===== src/design/pfa_pkg.sv =====
package pfa_pkg;

	localparam logic [1:0] REQ_SET     = 2'd0;
	localparam logic [1:0] REQ_ALLOC   = 2'd1;
	localparam logic [1:0] REQ_RELEASE = 2'd2;
	localparam logic [1:0] REQ_NONE    = 2'd3;

	localparam logic [1:0] ST_DONE     = 2'd0;
	localparam logic [1:0] ST_NO_FIT   = 2'd1;
	localparam logic [1:0] ST_FULL     = 2'd2;
	localparam logic [1:0] ST_NOT_FND  = 2'd3;

	localparam logic [1:0] MODE_FIRST  = 2'd0;
	localparam logic [1:0] MODE_BEST   = 2'd1;
	localparam logic [1:0] MODE_WORST  = 2'd2;
	localparam logic [1:0] MODE_RSVD   = 2'd3;

	localparam int ID_W  = 16;
	localparam int ORD_W = 16;

	typedef enum logic [3:0] {
		S_IDLE,
		S_BSCAN,
		S_BLAST,
		S_ESCAN,
		S_ELAST,
		S_RSCAN,
		S_RLAST,
		S_FREAD,
		S_UPDATE,
		S_OUT
	} state_t;

endpackage


===== src/design/partition_fit_allocator.sv =====
// Set capacity and unknown requests pass from idle to update and output;
// allocate runs the partition scan, the entry-table scan, update and output;
// release runs the entry-table scan, a free-space read, update and output.
// One request at a time; each scan reads one memory word per cycle.
// A new request is accepted only once the result register has been taken.
// Reset: asynchronous, active low; clears control, valid bits, mode and order
// counter. A clearing pass then zeroes the free-space memory and holds off requests.
module partition_fit_allocator #(
	parameter int NUM_BLOCKS  = 8,
	parameter int MAX_ENTRIES = 32,
	parameter int SIZE_BITS   = 16
) (
	input  logic        clk,
	input  logic        arst_n,
	input  logic        cfg_we,
	input  logic [1:0]  cfg_wdata,
	input  logic        s_tvalid,
	output logic        s_tready,
	// req_type[1:0], proc_id[17:2], amount[33:18], block_index[36:34]
	input  logic [39:0] s_tdata,
	output logic        m_tvalid,
	input  logic        m_tready,
	// status[1:0], chosen_block[4:2], free_after[20:5]
	output logic [23:0] m_tdata
);
	localparam int BW = (NUM_BLOCKS > 1) ? $clog2(NUM_BLOCKS) : 1;
	localparam int EW = (MAX_ENTRIES > 1) ? $clog2(MAX_ENTRIES) : 1;
	localparam logic [SIZE_BITS-1:0] SMAX = {SIZE_BITS{1'b1}};
	localparam int ID_W_C = pfa_pkg::ID_W;

	// memories
	logic [SIZE_BITS-1:0] fs_mem [NUM_BLOCKS];
	logic [ID_W_C-1:0]    eid_mem [MAX_ENTRIES];
	logic [2:0]           eblk_mem [MAX_ENTRIES];
	logic [pfa_pkg::ORD_W-1:0] eord_mem [MAX_ENTRIES];
	logic [MAX_ENTRIES-1:0] evalid_q;

	pfa_pkg::state_t state_q, state_d;
	logic [1:0]  mode_q;
	logic [pfa_pkg::ORD_W-1:0] order_q;
	logic        clr_q;
	logic [BW:0] clr_cnt_q;

	logic [1:0]           req_q;
	logic [15:0]          id_q;
	logic [SIZE_BITS-1:0] size_q;
	logic [2:0]           bidx_q;

	logic [BW:0] bcnt_q;
	logic [EW:0] ecnt_q;
	logic        found_q;
	logic [BW-1:0] best_q;
	logic [SIZE_BITS-1:0] best_fs_q;
	logic        slot_ok_q;
	logic [EW-1:0] slot_q;
	logic        hit_q;
	logic [EW-1:0] hit_q_e;
	logic [2:0]  hit_blk_q;
	logic [15:0] hit_age_q;

	// read ports, registered
	logic [BW-1:0] fs_raddr;
	logic [SIZE_BITS-1:0] fs_rd_q;
	logic [EW-1:0] e_raddr;
	logic [15:0] eid_rd_q;
	logic [2:0]  eblk_rd_q;
	logic [15:0] eord_rd_q;
	logic [EW-1:0] e_rd_idx_q;
	logic [BW-1:0] fs_rd_idx_q;

	logic [1:0]  out_st_q;
	logic [2:0]  out_blk_q;
	logic [15:0] out_fr_q;
	logic        mval_q;

	logic fs_we;
	logic [BW-1:0] fs_waddr;
	logic [SIZE_BITS-1:0] fs_wdata;

	logic in_acc;
	assign s_tready = (state_q == pfa_pkg::S_IDLE) && !clr_q && !mval_q;
	assign in_acc   = s_tvalid && s_tready;
	assign m_tvalid = mval_q;
	assign m_tdata  = {3'd0, out_fr_q, out_blk_q, out_st_q};

	always_comb begin
		fs_raddr = bcnt_q[BW-1:0];
		if (state_q == pfa_pkg::S_FREAD) begin
			fs_raddr = hit_blk_q[BW-1:0];
		end
		e_raddr = ecnt_q[EW-1:0];
	end

	always_ff @(posedge clk) begin
		fs_rd_q     <= fs_mem[fs_raddr];
		fs_rd_idx_q <= fs_raddr;
		eid_rd_q    <= eid_mem[e_raddr];
		eblk_rd_q   <= eblk_mem[e_raddr];
		eord_rd_q   <= eord_mem[e_raddr];
		e_rd_idx_q  <= e_raddr;
		if (fs_we) begin
			fs_mem[fs_waddr] <= fs_wdata;
		end
		if (state_q == pfa_pkg::S_UPDATE && req_q == pfa_pkg::REQ_ALLOC
				&& found_q && slot_ok_q) begin
			eid_mem[slot_q]  <= id_q;
			eblk_mem[slot_q] <= 3'(best_q);
			eord_mem[slot_q] <= order_q;
		end
	end

	logic bset_ok;
	assign bset_ok = 32'(bidx_q) < NUM_BLOCKS;

	// free-space write: clear pass, set, or update
	logic [SIZE_BITS:0] rsum;
	assign rsum = {1'b0, fs_rd_q} + {1'b0, size_q};
	always_comb begin
		fs_we = 1'b0;
		fs_waddr = clr_cnt_q[BW-1:0];
		fs_wdata = '0;
		if (clr_q) begin
			fs_we = 1'b1;
		end else if (state_q == pfa_pkg::S_UPDATE) begin
			unique case (req_q)
				pfa_pkg::REQ_SET: begin
					fs_we = bset_ok;
					fs_waddr = bidx_q[BW-1:0];
					fs_wdata = size_q;
				end
				pfa_pkg::REQ_ALLOC: begin
					fs_we = found_q && slot_ok_q;
					fs_waddr = best_q;
					fs_wdata = best_fs_q - size_q;
				end
				pfa_pkg::REQ_RELEASE: begin
					fs_we = hit_q;
					fs_waddr = hit_blk_q[BW-1:0];
					fs_wdata = rsum[SIZE_BITS] ? SMAX : rsum[SIZE_BITS-1:0];
				end
				default: fs_we = 1'b0;
			endcase
		end
	end

	always_ff @(posedge clk or negedge arst_n) begin
		if (!arst_n) begin
			state_q <= pfa_pkg::S_IDLE;
		end else begin
			state_q <= state_d;
		end
	end

	logic bscan_done, escan_done;
	assign bscan_done = 32'(bcnt_q) >= NUM_BLOCKS - 1;
	assign escan_done = 32'(ecnt_q) >= MAX_ENTRIES - 1;

	always_comb begin
		state_d = state_q;
		unique case (state_q)
			pfa_pkg::S_IDLE: begin
				if (in_acc) begin
					unique case (s_tdata[1:0])
						pfa_pkg::REQ_ALLOC:   state_d = pfa_pkg::S_BSCAN;
						pfa_pkg::REQ_RELEASE: state_d = pfa_pkg::S_RSCAN;
						default:              state_d = pfa_pkg::S_UPDATE;
					endcase
				end
			end
			pfa_pkg::S_BSCAN:  if (bscan_done) state_d = pfa_pkg::S_BLAST;
			pfa_pkg::S_BLAST:  state_d = pfa_pkg::S_ESCAN;
			pfa_pkg::S_ESCAN:  if (escan_done) state_d = pfa_pkg::S_ELAST;
			pfa_pkg::S_ELAST:  state_d = pfa_pkg::S_UPDATE;
			pfa_pkg::S_RSCAN:  if (escan_done) state_d = pfa_pkg::S_RLAST;
			pfa_pkg::S_RLAST:  state_d = pfa_pkg::S_FREAD;
			pfa_pkg::S_FREAD:  state_d = pfa_pkg::S_UPDATE;
			pfa_pkg::S_UPDATE: state_d = pfa_pkg::S_OUT;
			pfa_pkg::S_OUT:    state_d = pfa_pkg::S_IDLE;
			default:           state_d = pfa_pkg::S_IDLE;
		endcase
	end

	// candidate evaluation on registered read data
	logic fits, take;
	logic [15:0] age;
	logic rmatch, rtake;
	assign fits = fs_rd_q >= size_q;
	always_comb begin
		take = 1'b0;
		if (fits) begin
			if (!found_q) begin
				take = 1'b1;
			end else if (mode_q == pfa_pkg::MODE_BEST) begin
				take = fs_rd_q < best_fs_q;
			end else if (mode_q == pfa_pkg::MODE_WORST) begin
				take = fs_rd_q > best_fs_q;
			end
		end
		age = order_q - eord_rd_q;
		rmatch = evalid_q[e_rd_idx_q] && (eid_rd_q == id_q);
		rtake = rmatch && (!hit_q || (eblk_rd_q < hit_blk_q)
			|| ((eblk_rd_q == hit_blk_q) && (age > hit_age_q)));
	end

	logic scan_b, scan_e, scan_r;
	assign scan_b = (state_q == pfa_pkg::S_BSCAN && bcnt_q != '0)
		|| state_q == pfa_pkg::S_BLAST;
	assign scan_e = state_q == pfa_pkg::S_ESCAN || state_q == pfa_pkg::S_ELAST;
	assign scan_r = (state_q == pfa_pkg::S_RSCAN && ecnt_q != '0)
		|| state_q == pfa_pkg::S_RLAST;

	always_ff @(posedge clk) begin
		if (in_acc) begin
			req_q  <= s_tdata[1:0];
			id_q   <= s_tdata[17:2];
			size_q <= SIZE_BITS'(s_tdata[33:18]);
			bidx_q <= s_tdata[36:34];
		end
		if (scan_b && take) begin
			best_q    <= fs_rd_idx_q;
			best_fs_q <= fs_rd_q;
		end
		if (scan_e && !slot_ok_q && !evalid_q[e_rd_idx_q]) begin
			slot_q <= e_rd_idx_q;
		end
		if (scan_r && rtake) begin
			hit_q_e   <= e_rd_idx_q;
			hit_blk_q <= eblk_rd_q;
			hit_age_q <= age;
		end
		if (state_q == pfa_pkg::S_UPDATE) begin
			out_st_q  <= pfa_pkg::ST_DONE;
			out_blk_q <= 3'd0;
			out_fr_q  <= '0;
			unique case (req_q)
				pfa_pkg::REQ_SET: begin
					out_blk_q <= bidx_q;
					if (bset_ok) begin
						out_fr_q <= 16'(size_q);
					end else begin
						out_st_q <= pfa_pkg::ST_NO_FIT;
					end
				end
				pfa_pkg::REQ_ALLOC: begin
					if (!found_q) begin
						out_st_q <= pfa_pkg::ST_NO_FIT;
					end else if (!slot_ok_q) begin
						out_st_q <= pfa_pkg::ST_FULL;
					end else begin
						out_blk_q <= 3'(best_q);
						out_fr_q  <= 16'(fs_wdata);
					end
				end
				pfa_pkg::REQ_RELEASE: begin
					if (!hit_q) begin
						out_st_q <= pfa_pkg::ST_NOT_FND;
					end else begin
						out_blk_q <= hit_blk_q;
						out_fr_q  <= 16'(fs_wdata);
					end
				end
				default: out_st_q <= pfa_pkg::ST_DONE;
			endcase
		end
	end

	always_ff @(posedge clk or negedge arst_n) begin
		if (!arst_n) begin
			mode_q    <= pfa_pkg::MODE_FIRST;
			order_q   <= '0;
			evalid_q  <= '0;
			clr_q     <= 1'b1;
			clr_cnt_q <= '0;
			bcnt_q    <= '0;
			ecnt_q    <= '0;
			found_q   <= 1'b0;
			slot_ok_q <= 1'b0;
			hit_q     <= 1'b0;
			mval_q    <= 1'b0;
		end else begin
			if (cfg_we) begin
				mode_q <= cfg_wdata;
			end
			if (clr_q) begin
				clr_cnt_q <= clr_cnt_q + 1'b1;
				if (32'(clr_cnt_q) >= NUM_BLOCKS - 1) begin
					clr_q <= 1'b0;
				end
			end
			if (in_acc) begin
				bcnt_q    <= '0;
				ecnt_q    <= '0;
				found_q   <= 1'b0;
				slot_ok_q <= 1'b0;
				hit_q     <= 1'b0;
			end
			if (state_q == pfa_pkg::S_BSCAN && !bscan_done) begin
				bcnt_q <= bcnt_q + 1'b1;
			end
			if ((state_q == pfa_pkg::S_ESCAN || state_q == pfa_pkg::S_RSCAN)
					&& !escan_done) begin
				ecnt_q <= ecnt_q + 1'b1;
			end
			if (scan_b && take) begin
				found_q <= 1'b1;
			end
			if (scan_e && !evalid_q[e_rd_idx_q]) begin
				slot_ok_q <= 1'b1;
			end
			if (scan_r && rtake) begin
				hit_q <= 1'b1;
			end
			if (state_q == pfa_pkg::S_UPDATE) begin
				if (req_q == pfa_pkg::REQ_ALLOC && found_q && slot_ok_q) begin
					evalid_q[slot_q] <= 1'b1;
					order_q <= order_q + 1'b1;
				end
				if (req_q == pfa_pkg::REQ_RELEASE && hit_q) begin
					evalid_q[hit_q_e] <= 1'b0;
				end
			end
			if (state_q == pfa_pkg::S_OUT) begin
				mval_q <= 1'b1;
			end else if (m_tready) begin
				mval_q <= 1'b0;
			end
		end
	end

endmodule


===== config.mk =====
export PLATFORM = sky130hd
export DESIGN_NAME = partition_fit_allocator
export DESIGN_NICKNAME = d
export VERILOG_FILES = /design/src/design/pfa_pkg.sv /design/src/design/partition_fit_allocator.sv
export SDC_FILE = /design/constraint.sdc
export NUM_CORES = 2
export LEC_CHECK = 0
export BUFFER_PORTS_ARGS = -buffer_cell sky130_fd_sc_hd__buf_2
export CAP_MARGIN = 20
export CORE_ASPECT_RATIO = 1.1
export CORE_MARGIN = 2
export CORE_UTILIZATION = 55
export DETAILED_ROUTE_END_ITERATION = 7
export PLACE_DENSITY = 0.71
export SLEW_MARGIN = 15
export SYNTH_ARGS = -nofsm -noshare
export SYNTH_HDL_FRONTEND = slang
export SYNTH_SLANG_ARGS = --single-unit

===== constraint.sdc =====
create_clock -name clk -period 12.85 [get_ports clk]
set_input_delay 1.285 -clock clk [delete_from_list [all_inputs] [get_ports clk]]
set_output_delay 1.285 -clock clk [all_outputs]
set_load 0.05 [all_outputs]

==> out/results.ini <==
[synthesis]
avgSynthCellArea_um2=18.8
yosys_warnings=0
synthTopCellsByArea=edfxtp_1, mux4_2, dfrtp_1
syn_area_mm2=0.0598
synthCells=3185
seq_area_frac_synth_pct=73.0
synth_top_family_by_area=multiplexers
async_reset_ff_share_pct=4.91
synth_compound_area_share_pct=3.17
synth_xor_area_share_pct=1.02
post_synth_and_or_nand_nor_area_fraction_pct=4.51
synth-edff-count=1354
synth_fa_ha_area_share_pct=2.36
synthMuxAreaShare_pct=14.4
synth_top_area_cell=edfxtp_1
synth_top_area_share_pct=67.9
ys.flop_type=edfxtp_1
synth_top_cells_by_count=edfxtp_1, mux4_2, nand2_1
synth_most_common_cell=edfxtp_1
synth_seq_cells=1486
ys_types=78

[global_routing]
grt_start_max_net_pins=168
antenna_found_initial=0
grt_pass1_vias=32015
grtUsageTotal_pct=25.6
grt-ovfl-total=0
grt_pass1_wl_mm=208

[final_layout]
antenna_cells=0
area_growth_syn_to_layout_pct=12.0
final_net_count=3494
n_fill_cell=7300
drive_above_1_share_pct=23.5
seq_area_mm2=0.0437
finalNonFillerCells=4859
final_area_mm2=0.0670
multiInputGateArea_mm2=0.0155

[sta]
period_share_pct=40.0
rsz0062_at_grt=false
max_slew_margin_pct=21.8
finalSetupViolCount=0
tns_ps=0
hold_violations=0
fin_skew_ps=23.7
fmax_mhz=195
worst_pin_slew_ps=1170
fin_crit_ps=5140
drv_slew=0

[worst_setup_path]
regToRegSetupSlack_ps=7710
cp.arrival_ps=5540
r2r_start=order_q[0]
crit_chain=inv_1, ha_1, fa_1, nor2b_1, o21ai_0, a21boi_0, o211ai_1, a21oi_1, o31ai_1, nor2b_1, xnor2_1, ha_1, nand4_1, nor2_1, nand3_1, nor3_1, nor2_1, o211ai_1, a21oi_2, buf_4
slowest_delay_ps=1070
critPathBufInv=2
cp_slowest_cell=dfrtp_1
crit_required_ps=13250
crit_path_start_kind=flip-flop
critical_path_depth=20
cp_top_family=compound AO/OA/AOI/OAI gates
cp_max_fo=36
r2r-end=hit_blk_q[1]
end_kind=flip-flop
ff2ff_path_depth=20
crit_type=reg -> reg

[clocking]
hold_buffers=0
htreeDepth=4
postCtsResizedCells=0
cts.sinks=1486
tritoncts=done
clockBufferDepth=3
cts_setup_buffers=0
cts_root_buf=clkbuf_16
clkTransAtPathRegs_ps=60
clk_latency_ps=740
numCtsBuffers=145

[die]
die_area_mm2=0.111
io_pins=73
die_h_um=350
coreArea_mm2=0.108
fp.dieW_um=319
start_util_pct=55.6
rows=126

[hold_path]
min-delay-start=fs_rd_idx_q[2]
min_path_cells=0
min_to=best_q[2]
worstHoldPathType=reg -> reg

[routing]
wirelength_mm=140
drt_pass1_iterations=6
viasPerCell=6.36
ant_nets=0
drt_drc_violations_left=0
vias=30900
wl_per_cell_um=28.9
drt_iter0_drc=3590

[job]
max_cap_violations=0

[run_status]
status=complete, no violations

[pwr]
vdd_ir_drop_max_mv=0.141
pwr_density_cell_mw_per_mm2=186
p_leak_nw=22.8

[placement]
place_inst=4589
dp_hpwl_mm=77.5
io_buffer_count=66
dpl_cell_area_mm2=0.0622
globalplace.congestion=0.907

metal layers:
metal | global-route usage, % | wire (µm) | vias up
met1 | 33.3 | 52600 | 16071
met5 | 0 | 0 | -
met2 | 44.2 | 72400 | 1460
met4 | 9.26 | 4870 | 0
met3 | 4.14 | 10600 | 308
li1 | - | - | 13061
kinds of logic after synthesis:
family                   after synthesis
flip-flops                          1486
AND/OR/NAND/NOR                      582
multiplexers                         404
AO/OA/AOI/OAI                        291
buffers and inverters                240
adder cells (fa/ha/maj)              111
XOR/XNOR                              70
other                                  1
flip-flops by register name, indices dropped and copies added (netlist names), 6 cells and up:
register	cells
eid_mem	512
eord_mem	512
fs_mem	128
eblk_mem	96
evalid_q	32
best_fs_q	16
eid_rd_q	16
eord_rd_q	16
fs_rd_q	16
hit_age_q	16
id_q	16
order_q	16
out_fr_q	16
size_q	16
ecnt_q	6
report_power, final:
part / total [mW] / leakage, nW / switching [mW] / internal, mW
Sequential: 5.78 / 14.4 / 0.272 / 5.51
Clock: 4.15 / 2.26 / 1.77 / 2.38
Combinational: 2.52 / 6.17 / 1.37 / 1.15
final cells by class:
type	count	area share, %
Timing Repair Buffer	141	1.55
Inverter	101	0.566
Sequential cell	1486	65.2
Tap cell	1408	2.63
Clock buffer	191	5.92
Clock inverter	71	1.01
Multi-Input combinational cell	1461	23.2
placed cells by master (no fill, tap or decap), types with 88 or more instances in the layout:
cell type and n:
clkbuf_16 153, nand2_1 208, a21oi_1 88, ha_1 108, mux4_2 360, edfxtp_1 1354
nor2_1 91, inv_1 99, nand3_1 103
through the flow:
stage          power [mW]  hold WS, ps  util [%]  setup WS [ps]
2_1_floorplan        7.69          372         -           7830
5_1_grt              12.9          412      62.3           7290
3_5_place_dp         8.37          392      57.8           7760
4_1_cts              12.5          404      62.1           7730
6_report             12.5          408      62.3           7710
3_3_place_gp         8.29          387      57.8           7790
worst max path at each step:
stage	from	endpoint	slack, ps
floorplan	order_q[0]	hit_age_q[0]	7830
global placement	ecnt_q[0]	eid_rd_q[4]	7790
detailed placement	ecnt_q[0]	eid_rd_q[4]	7760
CTS	ecnt_q[0]	eid_rd_q[4]	7730
global route	order_q[0]	hit_blk_q[2]	7290
finish	order_q[0]	hit_blk_q[1]	7710
(Power assumes the default switching activity.)
